## config.mk

```make
export PLATFORM = sky130hd
export DESIGN_NAME = lztc_queue
export DESIGN_NICKNAME = d
export VERILOG_FILES = /design/src/sv/lztc_pkg.sv /design/src/sv/lztc_queue.sv
export SDC_FILE = /design/constraint.sdc
export NUM_CORES = 1
export LEC_CHECK = 0
export ABC_CLOCK_PERIOD_IN_PS = 2300
export BUFFER_PORTS_ARGS = -buffer_cell sky130_fd_sc_hd__buf_2
export CAP_MARGIN = 20
export CORE_ASPECT_RATIO = 1.1
export CORE_MARGIN = 8
export CORE_UTILIZATION = 55
export CTS_CLUSTER_DIAMETER = 60
export CTS_CLUSTER_SIZE = 25
export DETAILED_ROUTE_END_ITERATION = 10
export PLACE_DENSITY = 0.83
export SYNTH_ARGS = -nofsm -noshare
export SYNTH_HDL_FRONTEND = slang
export SYNTH_SLANG_ARGS = --single-unit
```

## constraint.sdc

```tcl
create_clock -name i_clk -period 2.3 [get_ports i_clk]
set_input_delay 0.46 -clock i_clk [delete_from_list [all_inputs] [get_ports i_clk]]
set_output_delay 0.46 -clock i_clk [all_outputs]
set_load 0.01 [all_outputs]
```

## src/sv/lztc_pkg.sv

```systemverilog
// ----------------------------------------------------------------------------
// lztc_pkg
// Shared types and constants of the triple-code decompressor.
// ----------------------------------------------------------------------------
package lztc_pkg;

    // History window and result framing.
    localparam int HIST_SIZE        = 1024;
    localparam int HIST_AW          = 10;
    localparam int MAX_RESULTS      = 64;
    localparam int MAX_LANES        = 4;
    localparam int DEF_BYTES_PER_RESULT = 4;
    localparam int EMIT_CNT_W       = 9;
    localparam int STEP_W           = 9;
    localparam int QUEUE_AW         = 2;

    // Group decoding masks.
    localparam logic [7:0] TOP_BIT   = 8'd128;
    localparam logic [7:0] LOW7_MASK = 8'd127;
    localparam logic [7:0] LEN_MASK  = 8'd31;
    localparam logic [7:0] OFS_MASK  = 8'd224;
    localparam logic [HIST_AW-1:0] DELETE_FIELD = 10'd1;

    // What one group asks the back end to do.
    typedef enum logic [2:0] {
        K_NONE,
        K_DELETE,
        K_RAW,
        K_REPEAT,
        K_MATCH
    } t_kind;

    // Classified group as it travels from front to back.
    typedef struct packed {
        t_kind              kind;
        logic [7:0]         g0;
        logic [7:0]         g1;
        logic [7:0]         g2;
        logic [STEP_W-1:0]  total;
        logic [4:0]         len;
        logic [HIST_AW-1:0] field;
        logic               fin;
    } t_cmd;

    // One result as it waits for the consumer.
    typedef struct packed {
        logic [7:0] a;
        logic [7:0] b;
        logic [7:0] c;
        logic [7:0] d;
        logic [2:0] cnt;
        logic       run_end;
        logic       stream_end;
    } t_result;

    // Back-end sequencer states.
    typedef enum logic [2:0] {
        S_IDLE,
        S_ADDR,
        S_COPY,
        S_PUSH,
        S_FLUSH,
        S_END
    } t_state;

endpackage

```

## src/sv/lztc_queue.sv

```systemverilog
// ----------------------------------------------------------------------------
// lztc_queue
// Small register FIFO used between front and back and at the result side.
// ----------------------------------------------------------------------------
module lztc_queue
    import lztc_pkg::*;
#(
    parameter int WIDTH = 8,
    parameter int AW    = QUEUE_AW
) (
    input  logic             i_clk,
    input  logic             i_rst_n,
    input  logic             i_push,
    input  logic [WIDTH-1:0] i_data,
    input  logic             i_pop,
    output logic [WIDTH-1:0] o_data,
    output logic             o_full,
    output logic             o_empty
);

    localparam int DEPTH = 2 ** AW;

    logic [WIDTH-1:0] r_mem [DEPTH];
    logic [AW-1:0]    r_wr;
    logic [AW-1:0]    r_rd;
    logic [AW:0]      r_count;
    logic             wr_en;
    logic             rd_en;

    assign o_full  = (r_count == (AW+1)'(DEPTH));
    assign o_empty = (r_count == '0);
    assign o_data  = r_mem[r_rd];
    assign wr_en   = i_push && !o_full;
    assign rd_en   = i_pop && !o_empty;

    // Pointer and occupancy bookkeeping.
    always_ff @(posedge i_clk) begin
        if (!i_rst_n) begin
            r_wr    <= '0;
            r_rd    <= '0;
            r_count <= '0;
        end else begin
            if (wr_en) begin
                r_wr <= r_wr + 1'b1;
            end
            if (rd_en) begin
                r_rd <= r_rd + 1'b1;
            end
            if (wr_en && !rd_en) begin
                r_count <= r_count + 1'b1;
            end else if (rd_en && !wr_en) begin
                r_count <= r_count - 1'b1;
            end
        end
    end

    // Entry storage.
    always_ff @(posedge i_clk) begin
        if (wr_en) begin
            r_mem[r_wr] <= i_data;
        end
    end

endmodule

```

Word-level counts from Yosys, hierarchy flattened
Memories as Yosys holds them, arrays and structs flattened. A register that Yosys moved wholly into a read port is not among the register bits.
Cells that the tools add are included.
{ "classes": {"add_sub_neg": 4, "n_eq_ne": 1, "mux": 6, "n_reduce_logical": 10} }
{ "op_table": {"columns": ["cell", "n"], "rows": [
  ["2-to-1 mux 3 bit", 2],
  ["adder 2 x 1 -> 2 bit, second input constant", 2],
  ["logical AND 1 bit", 4],
  ["zero test 1 bit", 4],
  ["2-to-1 mux 2 bit", 2],
  ["adder 3 x 1 -> 3 bit, second input constant", 1],
  ["equality test 3 bit, second input constant", 1],
  ["zero test 3 bit", 1],
  ["subtractor 3 x 1 -> 3 bit, second input constant", 1],
  ["2-to-1 mux 1 bit", 2],
  ["nonzero test 2 bit", 1]
]} }
{ "word_totals": {"reg_bits": 7, "ramBits": 32, "in_bits": 12, "elab_cells": 25, "mem_count": 1} }
{ "mem_list": {"columns": ["memory", "depth", "word_bits", "read_ports", "rd_ports_with_merged_regs", "write_ports", "line", "rtl"], "rows": [
  ["r_mem", 4, 8, 1, 1, 1, "lztc_queue.sv:23", "logic [WIDTH-1:0] r_mem [DEPTH];"]
]} }

Logic depth before layout (Yosys ltp)
{ "logic_depth": {"word_depth": 7, "ltp_mapped": 9, "ltp_nobuf": 8} }

Worst setup path before layout
No wires, ideal clock.
{ "synth_timing": {"path_kind": "register to register", "from": "register r_count[0]", "to": "register r_count[2]", "setup_ns": 0.070, "arrival_ns": 1.966, "t_required_ns": 2.230, "slack_ns": 0.264, "path_stages_with_launch": 10, "synth_period_minus_slack_ns": 2.036, "path_cell_list": "dfxtp_1 nor3b_2 nor2b_1 buf_6 ha_1 inv_1 fa_1 xor2_1 or3_1 a21boi_1"} }
{ "synth_between": {"elab_chain_len": 6} }
{ "synth_rtl": {"columns": ["element", "line", "rtl"], "rows": [
  ["from (decl)", "lztc_queue.sv:26", "logic [AW:0] r_count;"],
  ["from (signal assigned)", "lztc_queue.sv:50", "r_count <= r_count + 1'b1;"],
  ["from (signal assigned)", "lztc_queue.sv:52", "r_count <= r_count - 1'b1;"],
  ["equality test 3 bit (*)", "lztc_queue.sv:30", "assign o_full = (r_count == (AW+1)'(DEPTH));"],
  ["via o_full", "lztc_queue.sv:17", "output logic o_full,"],
  ["zero test 1 bit (*)", "lztc_queue.sv:33", "assign wr_en = i_push && !o_full;"],
  ["logical AND 1 bit (*)", "lztc_queue.sv:33", null],
  ["via wr_en", "lztc_queue.sv:27", "logic wr_en;"],
  ["zero test 1 bit", "lztc_queue.sv:51", "end else if (rd_en && !wr_en) begin"],
  ["logical AND 1 bit", "lztc_queue.sv:51", null],
  ["nonzero test 2 bit (no source line)", null, null]
]} }
The timed path passes the listed nets; every way through them passes the cells marked *. The select of a mux whose other input is x is not followed.
A chain may end at the register's enable or synchronous reset.

Worst setup path after layout
{ "layout_timing": {"from": "register r_count[0]", "to": "register r_count[2]"} }
{ "layout_between": {"elab_chain_len": 6} }
{ "layout_rtl": {"columns": ["element"], "rows": [
  ["branches (longest 6 deep; another with subtractor 3 x 1 -> 3 bit)"]
]} }
Several ways; the timed one is not identified. The select of a mux whose other input is x is not followed.

==> metrics.yaml <==
dpl-instance-area_um2: 1780
cts_made_buffers: 5
hpwl_um: 1800
synthTopCellsByArea: "edfxtp_1 (59%), dfxtp_1 (11%), mux4_2 (11%), ha_1 (3.8%), and2_1 (3.1%)"
cp_top_family: "adder cells"
max_stage_delay_ns: 0.50
status: "finished clean"
multiInputGateArea_um2: 463
fin_util: 0.663
cts_resized: 0
end_kind: "register"
dr.pass1.iters: 4
dpl_worst_slack_ns: 0.224
route.detailed.drc: 0
slew_headroom: 0.718
final.setup.tns_ns: 0
clockRootBuffer: "clkbuf_4"
fmax_ghz: 0.481
tritoncts: "built"
syn-num-nets: 108
finalNetCount: 134
row_count: 20
grt_max_degree: 14
grt_usage: 0.111
tightest_slew_ns: 0.422
clock_sinks: 41
port_buffers: 21
grt_pass1_vias: 878
drtAntennaViolNets: 0
postLayoutSetupSlackWorst_ns: 0.220
crit_type: "register to register"
antenna_found_initial: 0
ys_warn_count: 0
fp.dieH_um: 73.3
grt_first_pass_wirelength_um: 3920
yosysTopAreaCellShare: 0.586
ys_seq_area_frac: 0.696
clock_path_buffers: 2
synth_cells: 90
clkTransAtPathRegs_ns: 0.11
finalWirelength_um: 2450
avgSynthCellArea_um2: 18.2
power.total_mw: 1.96
fillers: 207
fin_skew_ns: 0.00718
drt-initial-drc-count: 47
cts_setup_buffers: 0
seqCellArea_um2: 1140
period_share: 0.905
slew_viol_final: 0
hold_violations: 0
grt-ovfl-total: 0
layout_min_cycle_time_ns: 2.08
min_path_type: "primary input to register"
cap_viol_max_count: 0
vias: 807
design_area_um2: 1860
crit_required_ns: 2.58
clk_latency_ns: 0.34
io_pins: 22
fp.dieW_um: 68.1
fp.dieArea_um2: 4990
antenna_cells: 0
start_util: 0.585
synth_seq_cells: 41
rsz0062_at_grt: "false"
routed_via_density: 5.38
setup_viol: 0
place_congestion: 0.669
drive_gt1_frac: 0.350
cp.arrival_ns: 2.36
synth.largest_area_cell: "edfxtp_1"
path_cells: "nor3b_2 > nor2b_1 > ha_1 > inv_1 > fa_1 > xor2_1 > or3_1 > a21boi_1"
core_um2: 2800
powerDensity_nw_per_um2: 1060
critPathLaunchType: "register"
path_buf_inv: 1
htreeDepth: 2
routedWlPerCell_um: 16.3
crit_path_top_delay_cell: "dfxtp_1"
leakage_nw: 0.683
cp_max_fo: 6
syn_area_um2: 1640
syn_to_final_growth_pct: 13.4
ir_drop_uv: 584
cts_hold_buffers: 0
yosysUniqueCellTypes: 23
[synth_stat cells]
master	instances
o21ai_0	1
o311ai_1	1
or3_1	1
nand2_1	4
buf_6	1
and2_1	8
a21boi_1	1
nor2b_1	2
xor2_1	1
dfxtp_1	9
buf_2	1
nor3b_2	1
fa_1	1
inv_1	3
ha_1	5
o31ai_2	1
mux4_2	8
clkbuf_1	1
xnor2_1	3
edfxtp_1	32
buf_1	1
nor3_1	1
mux2i_1	3
[layout by cell type (no fill, tap or decap)]
| cell type | count |
|---|---|
| ha_1 | 5 |
| and2_1 | 8 |
| inv_4 | 1 |
| clkbuf_8 | 1 |
| buf_2 | 21 |
| xnor2_1 | 3 |
| dfxtp_1 | 9 |
| nor3b_2 | 1 |
| clkbuf_4 | 5 |
| xor2_1 | 1 |
| nor3_1 | 1 |
| fa_1 | 1 |
| or3_1 | 1 |
| o31ai_2 | 1 |
| edfxtp_1 | 32 |
| nor2b_1 | 2 |
| buf_4 | 2 |
| o311ai_1 | 1 |
| nand2_1 | 4 |
| o21ai_0 | 1 |
| mux4_2 | 8 |
| inv_1 | 3 |
| a21boi_1 | 1 |
| mux2i_1 | 3 |
| clkbuf_16 | 1 |
[final timing paths]
kind              start          end  slack [ns]  depth (start not counted)
max reg2reg  r_count[0]   r_count[2]        0.22                          8
min reg2reg     r_wr[1]      r_wr[1]        0.51                          2
max          r_count[0]   r_count[2]        0.22                          8
min           i_data[3]  r_mem[0][3]        0.33                          1
[where the power goes]
group          switching, mW  total, mW  internal, mW
combinational          0.255      0.546         0.290
clock                  0.220      0.436         0.216
sequential            0.0724      0.983         0.910
total                  0.548       1.96          1.42
[logic make-up after synthesis]
group,count (synthesis),synth area share
muxes,11,0.128
DFF,41,0.696
buffers and inverters,7,0.0214
AOI/OAI and AO/OA,4,0.0206
and+or+nand+nor,17,0.0618
xor gates and xnor gates,4,0.0214
adders and majority gates,6,0.0504
[registers in the layout, indices dropped and copies added, names as in the netlist, named ones only]
register	cells
r_rd	2
r_wr	2
r_count	3
r_mem	32
[final cells by class]
class                           count  share of cell area
Sequential cell                    41               0.614
Tap cell                           33              0.0222
Clock inverter                      1             0.00336
Multi-Input combinational cell     42               0.249
Inverter                            3             0.00606
Timing Repair Buffer               23              0.0646
Clock buffer                        7              0.0410
[through the flow]
step                      cells  hold WS (ns)
after floorplan              90         0.468
after global placement      142         0.477
after detailed placement    142         0.503
after CTS                   150         0.310
after global routing        150         0.306
final                       150         0.329
[metal layers]
layer / vias to the layer above / wire length, um / global-route usage
li1: 389 / - / -
met5: - / 0 / 0
met2: 22 / 1290 / 0.175
met4: 0 / 65 / 0.0706
met1: 388 / 939 / 0.116
met3: 8 / 156 / 0.0502
(Power assumes the default switching activity.)
