## config.mk

```make
export PLATFORM = sky130hd
export DESIGN_NAME = lztc_front
export DESIGN_NICKNAME = d
export VERILOG_FILES = /design/src/sv/lztc_pkg.sv /design/src/sv/lztc_front.sv
export SDC_FILE = /design/constraint.sdc
export NUM_CORES = 1
export LEC_CHECK = 0
export CORE_ASPECT_RATIO = 0.8
export CORE_UTILIZATION = 40
export CTS_CLUSTER_DIAMETER = 40
export DETAILED_ROUTE_END_ITERATION = 10
export DONT_BUFFER_PORTS = 1
export PLACE_DENSITY = 0.62
export SLEW_MARGIN = 10
export SYNTH_ARGS = -nofsm -noshare
export SYNTH_HDL_FRONTEND = slang
export SYNTH_SLANG_ARGS = --single-unit
```

## constraint.sdc

```tcl
create_clock -name i_clk -period 2.3 [get_ports i_clk]
set_clock_uncertainty 0.1 [all_clocks]
set_input_delay 0.23 -clock i_clk [delete_from_list [all_inputs] [get_ports i_clk]]
set_output_delay 0.23 -clock i_clk [all_outputs]
set_load 0.05 [all_outputs]
```

## src/sv/lztc_pkg.sv

```systemverilog
// ----------------------------------------------------------------------------
// lztc_pkg
// Shared types and constants of the triple-code decompressor.
// ----------------------------------------------------------------------------
package lztc_pkg;

    // History window and result framing.
    localparam int HIST_SIZE        = 1024;
    localparam int HIST_AW          = 10;
    localparam int MAX_RESULTS      = 64;
    localparam int MAX_LANES        = 4;
    localparam int DEF_BYTES_PER_RESULT = 4;
    localparam int EMIT_CNT_W       = 9;
    localparam int STEP_W           = 9;
    localparam int QUEUE_AW         = 2;

    // Group decoding masks.
    localparam logic [7:0] TOP_BIT   = 8'd128;
    localparam logic [7:0] LOW7_MASK = 8'd127;
    localparam logic [7:0] LEN_MASK  = 8'd31;
    localparam logic [7:0] OFS_MASK  = 8'd224;
    localparam logic [HIST_AW-1:0] DELETE_FIELD = 10'd1;

    // What one group asks the back end to do.
    typedef enum logic [2:0] {
        K_NONE,
        K_DELETE,
        K_RAW,
        K_REPEAT,
        K_MATCH
    } t_kind;

    // Classified group as it travels from front to back.
    typedef struct packed {
        t_kind              kind;
        logic [7:0]         g0;
        logic [7:0]         g1;
        logic [7:0]         g2;
        logic [STEP_W-1:0]  total;
        logic [4:0]         len;
        logic [HIST_AW-1:0] field;
        logic               fin;
    } t_cmd;

    // One result as it waits for the consumer.
    typedef struct packed {
        logic [7:0] a;
        logic [7:0] b;
        logic [7:0] c;
        logic [7:0] d;
        logic [2:0] cnt;
        logic       run_end;
        logic       stream_end;
    } t_result;

    // Back-end sequencer states.
    typedef enum logic [2:0] {
        S_IDLE,
        S_ADDR,
        S_COPY,
        S_PUSH,
        S_FLUSH,
        S_END
    } t_state;

endpackage

```

## src/sv/lztc_front.sv

```systemverilog
// ----------------------------------------------------------------------------
// lztc_front
// Classifies each group into a command and tracks raw-run framing.
// ----------------------------------------------------------------------------
module lztc_front
    import lztc_pkg::*;
(
    input  logic       i_clk,
    input  logic       i_rst_n,
    input  logic       i_accept,
    input  logic [7:0] i_group_first,
    input  logic [7:0] i_group_second,
    input  logic [7:0] i_group_third,
    input  logic       i_final_group,
    output t_cmd       o_cmd
);

    logic [HIST_AW-1:0] r_raw_rem;
    logic [HIST_AW-1:0] n_raw_rem;
    logic [HIST_AW-1:0] field;
    logic [4:0]         len;
    logic [7:0]         pairs;
    logic [1:0]         raw_n;

    assign field = {i_group_first[6:0], 3'((i_group_second & OFS_MASK) >> 5)};
    assign len   = 5'(i_group_second & LEN_MASK);
    assign pairs = {1'b0, 7'(i_group_first & LOW7_MASK)} + 8'd1;
    assign raw_n = (r_raw_rem < HIST_AW'(3)) ? r_raw_rem[1:0] : 2'd3;

    // Decode the group according to the run state.
    always_comb begin
        o_cmd       = '0;
        o_cmd.g0    = i_group_first;
        o_cmd.g1    = i_group_second;
        o_cmd.g2    = i_group_third;
        o_cmd.len   = len;
        o_cmd.field = field;
        o_cmd.fin   = i_final_group;
        o_cmd.kind  = K_NONE;
        n_raw_rem   = r_raw_rem;
        if (r_raw_rem != '0) begin
            o_cmd.kind  = K_RAW;
            o_cmd.total = STEP_W'(raw_n);
            n_raw_rem   = r_raw_rem - HIST_AW'(raw_n);
        end else if ((i_group_first & TOP_BIT) != '0) begin
            o_cmd.kind  = K_REPEAT;
            o_cmd.total = {pairs, 1'b0};
        end else if (len != '0 || (i_group_first == '0 && i_group_second == '0)) begin
            o_cmd.kind  = K_MATCH;
            o_cmd.total = STEP_W'(len) + 1'b1;
        end else if (field == DELETE_FIELD) begin
            o_cmd.kind  = K_DELETE;
        end else begin
            n_raw_rem   = field;
        end
        if (i_final_group) begin
            n_raw_rem = '0;
        end
    end

    // Raw-run counter.
    always_ff @(posedge i_clk) begin
        if (!i_rst_n) begin
            r_raw_rem <= '0;
        end else if (i_accept) begin
            r_raw_rem <= n_raw_rem;
        end
    end

endmodule

```

# Word-level counts from Yosys, hierarchy flattened
# Index checks and enable logic that the tools add are counted.
dict set report op_classes {
  addsub 3
  order_cmp 1
  eq_ne 4
  mux 13
  reduce_logical 7
}
# op count
set ops {}
lappend ops {{two-way mux 10 bit} 5}
lappend ops {{two-way mux 9 bit} 2}
lappend ops {{zero test 8 bit} 2}
lappend ops {{equality test 10 x 1 -> 1 bit (second input constant)} 1}
lappend ops {{less-than comparator 10 x 2 -> 1 bit (second input constant)} 1}
lappend ops {{nonzero test 10 bit} 1}
lappend ops {{subtractor 10 x 2 -> 10 bit} 1}
lappend ops {{two-way mux 3 bit} 3}
lappend ops {{adder 7 x 1 -> 8 bit (second input constant)} 1}
lappend ops {{adder 5 x 1 -> 6 bit (second input constant)} 1}
lappend ops {{two-way mux 6 bit} 1}
lappend ops {{!= test 3 bit (second input constant)} 2}
lappend ops {{nonzero test 5 bit} 1}
lappend ops {{AND reduction 4 bit} 1}
lappend ops {{!= test 3 x 1 -> 1 bit (second input constant)} 1}
lappend ops {{two-way mux 2 bit} 1}
lappend ops {{logical AND 1 bit} 1}
lappend ops {{logical OR 1 bit} 1}
lappend ops {{two-way mux 1 bit} 1}
dict set report totals {
  ff_bits 10
  in_bits 28
  output_inout_bits 52
  word_cells 29
}

# Longest topological paths before layout
dict set report depth {
  word_depth 7
  depth_mapped 10
  mapped_depth_nobuf 9
}

# Worst setup path before layout
# Ideal clock, no wire load.
dict set report synth_timing {
  path_kind {register to output}
  start {register r_raw_rem[4]}
  end {output port o_cmd[18] (netlist bit)}
  arrival_ns 2.864
  t_required_ns 1.970
  path_slack_ns -0.894
  path_stages_with_launch 7
  n_path_buf 1
  cell_sequence {dfxtp_1 -> buf_2 -> nor4_2 -> and3_1 -> nand2b_1 -> or2_2 -> o21ai_0}
}
# item line_no
set synth_lines {}
lappend synth_lines {{start: declaration} lztc_front.sv:18} ;# logic [HIST_AW-1:0] r_raw_rem;
lappend synth_lines {{start signal: assignment} lztc_front.sv:66} ;# r_raw_rem <= n_raw_rem;
lappend synth_lines {{end: declaration} lztc_front.sv:15} ;# output t_cmd o_cmd

==> results.json <==
{
  "status": "complete, but fails checks",
  "violations": "setup timing",
  "synth_area_leaders": "buf_4, dfxtp_1, nand2_1, ha_1, nand3_1",
  "io_pins": 80,
  "core_sq_um": 3180,
  "die_y_um": 54.3,
  "synth_top_family_by_area": "simple AND/OR/NAND/NOR gates",
  "max_freq_mhz": 435,
  "synth-compound-area-share_pct": 20.9,
  "holdWs_ns": 0.0210,
  "synth_xor_area_share_pct": 5.76,
  "synth_mux_area_share_pct": 1.46,
  "yosys_most_used_dff": "dfxtp_1",
  "worstPathRequired_ns": 1.97,
  "finalMaxSlewViolations": 0,
  "yosysSeqAreaShare_pct": 14.6,
  "ys_ff_latch": 10,
  "yosysMostFrequentCell": "buf_4",
  "antenna_found_initial": 0,
  "initialDrtViolationCount": 76,
  "crit_slowest_cell": "nor4_4",
  "drive_gt1_share_pct": 36.3,
  "drt-pass1-iter-count": 4,
  "cts_tree": "built",
  "routed_wl_um": 3520,
  "crit_buf_inv": 1,
  "critPathKind": "flop to primary output",
  "grt_pass1_wl_um": 5060,
  "diodes": 0,
  "synth-async-reset-ratio_pct": 0,
  "netlist-cell-type-count": 47,
  "r2r_setup_slack_ns": 0.15,
  "synth_top_area_share_pct": 22.0,
  "htree_levels": 1,
  "crit_path_start_kind": "flop",
  "endpoint_kind": "primary output",
  "crit_chain": "nor4_4 -> and3_4 -> nand2b_4 -> or2_4 -> o22ai_2 -> buf_12",
  "num_vias": 1222,
  "layout_min_cycle_time_ns": 2.30,
  "viasPerCell": 6.11,
  "fin_ws_ns": -0.000752,
  "clk_pin_slew_ns": 0.05,
  "largest_reg_flops": 10,
  "syn_to_final_growth_pct": 8.69,
  "synth_common_cells": "buf_4, nand2_1, dfxtp_1, nand3_1",
  "remaining_drc_errors": 0,
  "hold_viol": 0,
  "min_path_type": "input pin to flop",
  "io_buffers": 0,
  "grt_max_degree": 10,
  "crit_cells": 6,
  "rows": 18,
  "cts_sinks": 10,
  "cp_max_fo": 5,
  "wl_per_cell_um": 17.6,
  "crit_end": "o_cmd[19]",
  "die_x_um": 67.4,
  "clockBufferDepth": 2,
  "start_util_pct": 43.1,
  "ant_nets": 0,
  "slew_headroom_pct": 65.3,
  "synth_cells": 179,
  "nets": 195,
  "crit_arrival_ns": 1.97,
  "slowest_delay_ns": 0.38,
  "drv_cap": 0,
  "synth_top_area_cell": "buf_4",
  "clock_latency_ns": 0.24,
  "die_area_sq_um": 3660,
  "path_delay_family": "simple AND/OR/NAND/NOR gates",
  "cts_root_buffer": "clkbuf_8",
  "nFillCells": 296,
  "preCtsSetupSlack_ns": 0.0856,
  "avgSynthCellArea_sq_um": 7.64,
  "rr_worst_depth": 9,
  "regMostFlops": "r_raw_rem",
  "post_synth_and_or_nand_nor_area_fraction_pct": 26.8,
  "syn_area_sq_um": 1370,
  "cts_buffers": 3,
  "ys.warnings.count": 0,
  "timing.rr.start": "r_raw_rem[7]",
  "hpwlAfterDp_um": 2590,
  "grt_overflow": 0,
  "worst_pin_slew_ns": 0.520,
  "grt_pass1_vias": 1072,
  "finalSetupViolCount": 1,
  "r2r_end": "r_raw_rem[6]",
  "synth_edf_count": 0,
  "top_regs": "r_raw_rem (10)",
  "fin_crit_sh_pct": 100,
  "grt_util_all_layers_pct": 18.8,
  "cp-startpoint": "r_raw_rem[4]",
  "place_congestion": 0.906,
  "synthAdderAreaFrac_pct": 5.31,
  "synthesis.nets": 212
}
logic make-up (layout without fill, tap and decap cells):
kind of cell	Yosys count	after routing
fa+ha+maj	6	6
xor+xnor	9	9
flops	10	10
simple gates	65	65
compound gates	36	36
mux	2	2
buf+inv	51	32
repair_timing:
item,4_1_cts,5_1_grt
pin swaps,0,1
hold buffers,0,0
buffers inserted,2,1
gates resized for setup,0,13
endpoints found under the setup margin,4,6
cells in the final DEF, fill, tap and decap left out, types with 2 or more instances in the layout:
cell      instances
nor2b_1           2
buf_12            4
a221o_1           2
ha_1              4
nand2b_1          3
o21ai_0           6
a31oi_1           3
o22ai_2           2
a22o_1            4
or4_1             3
nand2_1          17
mux2i_1           2
dfxtp_2           6
inv_1             5
nor4_4            3
xnor2_1           4
nor3_2            4
nor3_1            4
xor2_1            5
nand3_1           9
o21ai_2           2
dfxtp_1           4
buf_4            16
a21oi_1           3
nor2_1            8
clkbuf_8          3
layer usage:
layer | routed length [um] | track usage, %
met5 | 0 | 0
met4 | 61 | 6.38
met3 | 487 | 8.33
met2 | 1560 | 28.0
met1 | 1410 | 24.0
stage by stage:
stage                     setup TNS (ns)  area (sq um)  cells  utilization (%)
after floorplan                   -0.180          1460    179                -
after global placement                 0          1380    194             43.3
after detailed placement               0          1380    194             43.3
after CTS                              0          1430    199             45.1
after global routing              -0.349          1490    200             46.8
final                          -0.000752          1490    200             46.8
worst reg2reg max path, stage by stage (launching register included):
cell and delay, ns:
dfxtp_1 0.41, nor4_4 0.08, nand2_1 0.11, nand2b_1 0.09
ha_1 0.21, or3_4 0.37, nor3_2 0.20, a221oi_1 0.14
a22o_1 0.20, a21o_1 0.15
how the worst min path moves through the flow:
stage / endpoint / cells past startpoint / slack, ns / from
after floorplan: r_raw_rem[9] / 1 / 0.26 / i_group_first[6]
after global placement: r_raw_rem[9] / 1 / 0.27 / i_group_first[6]
after detailed placement: r_raw_rem[9] / 1 / 0.26 / i_group_first[6]
after CTS: r_raw_rem[9] / 1 / 0.02 / i_group_first[6]
after global routing: r_raw_rem[9] / 1 / 0.03 / i_group_first[6]
final: r_raw_rem[9] / 1 / 0.02 / i_group_first[6]
cell type report:
class / count / area [sq um] / area share [%]
tap: 40 / 50.0 / 3.37
multi-input combinational: 118 / 925 / 62.2
sequential: 10 / 208 / 14.0
timing repair buffer: 21 / 211 / 14.2
inverter: 8 / 51.3 / 3.45
clock buffer: 3 / 41.3 / 2.78
Power is not shown: default switching activity piles up to over one toggle a cycle in this logic, so the estimate is an artifact.
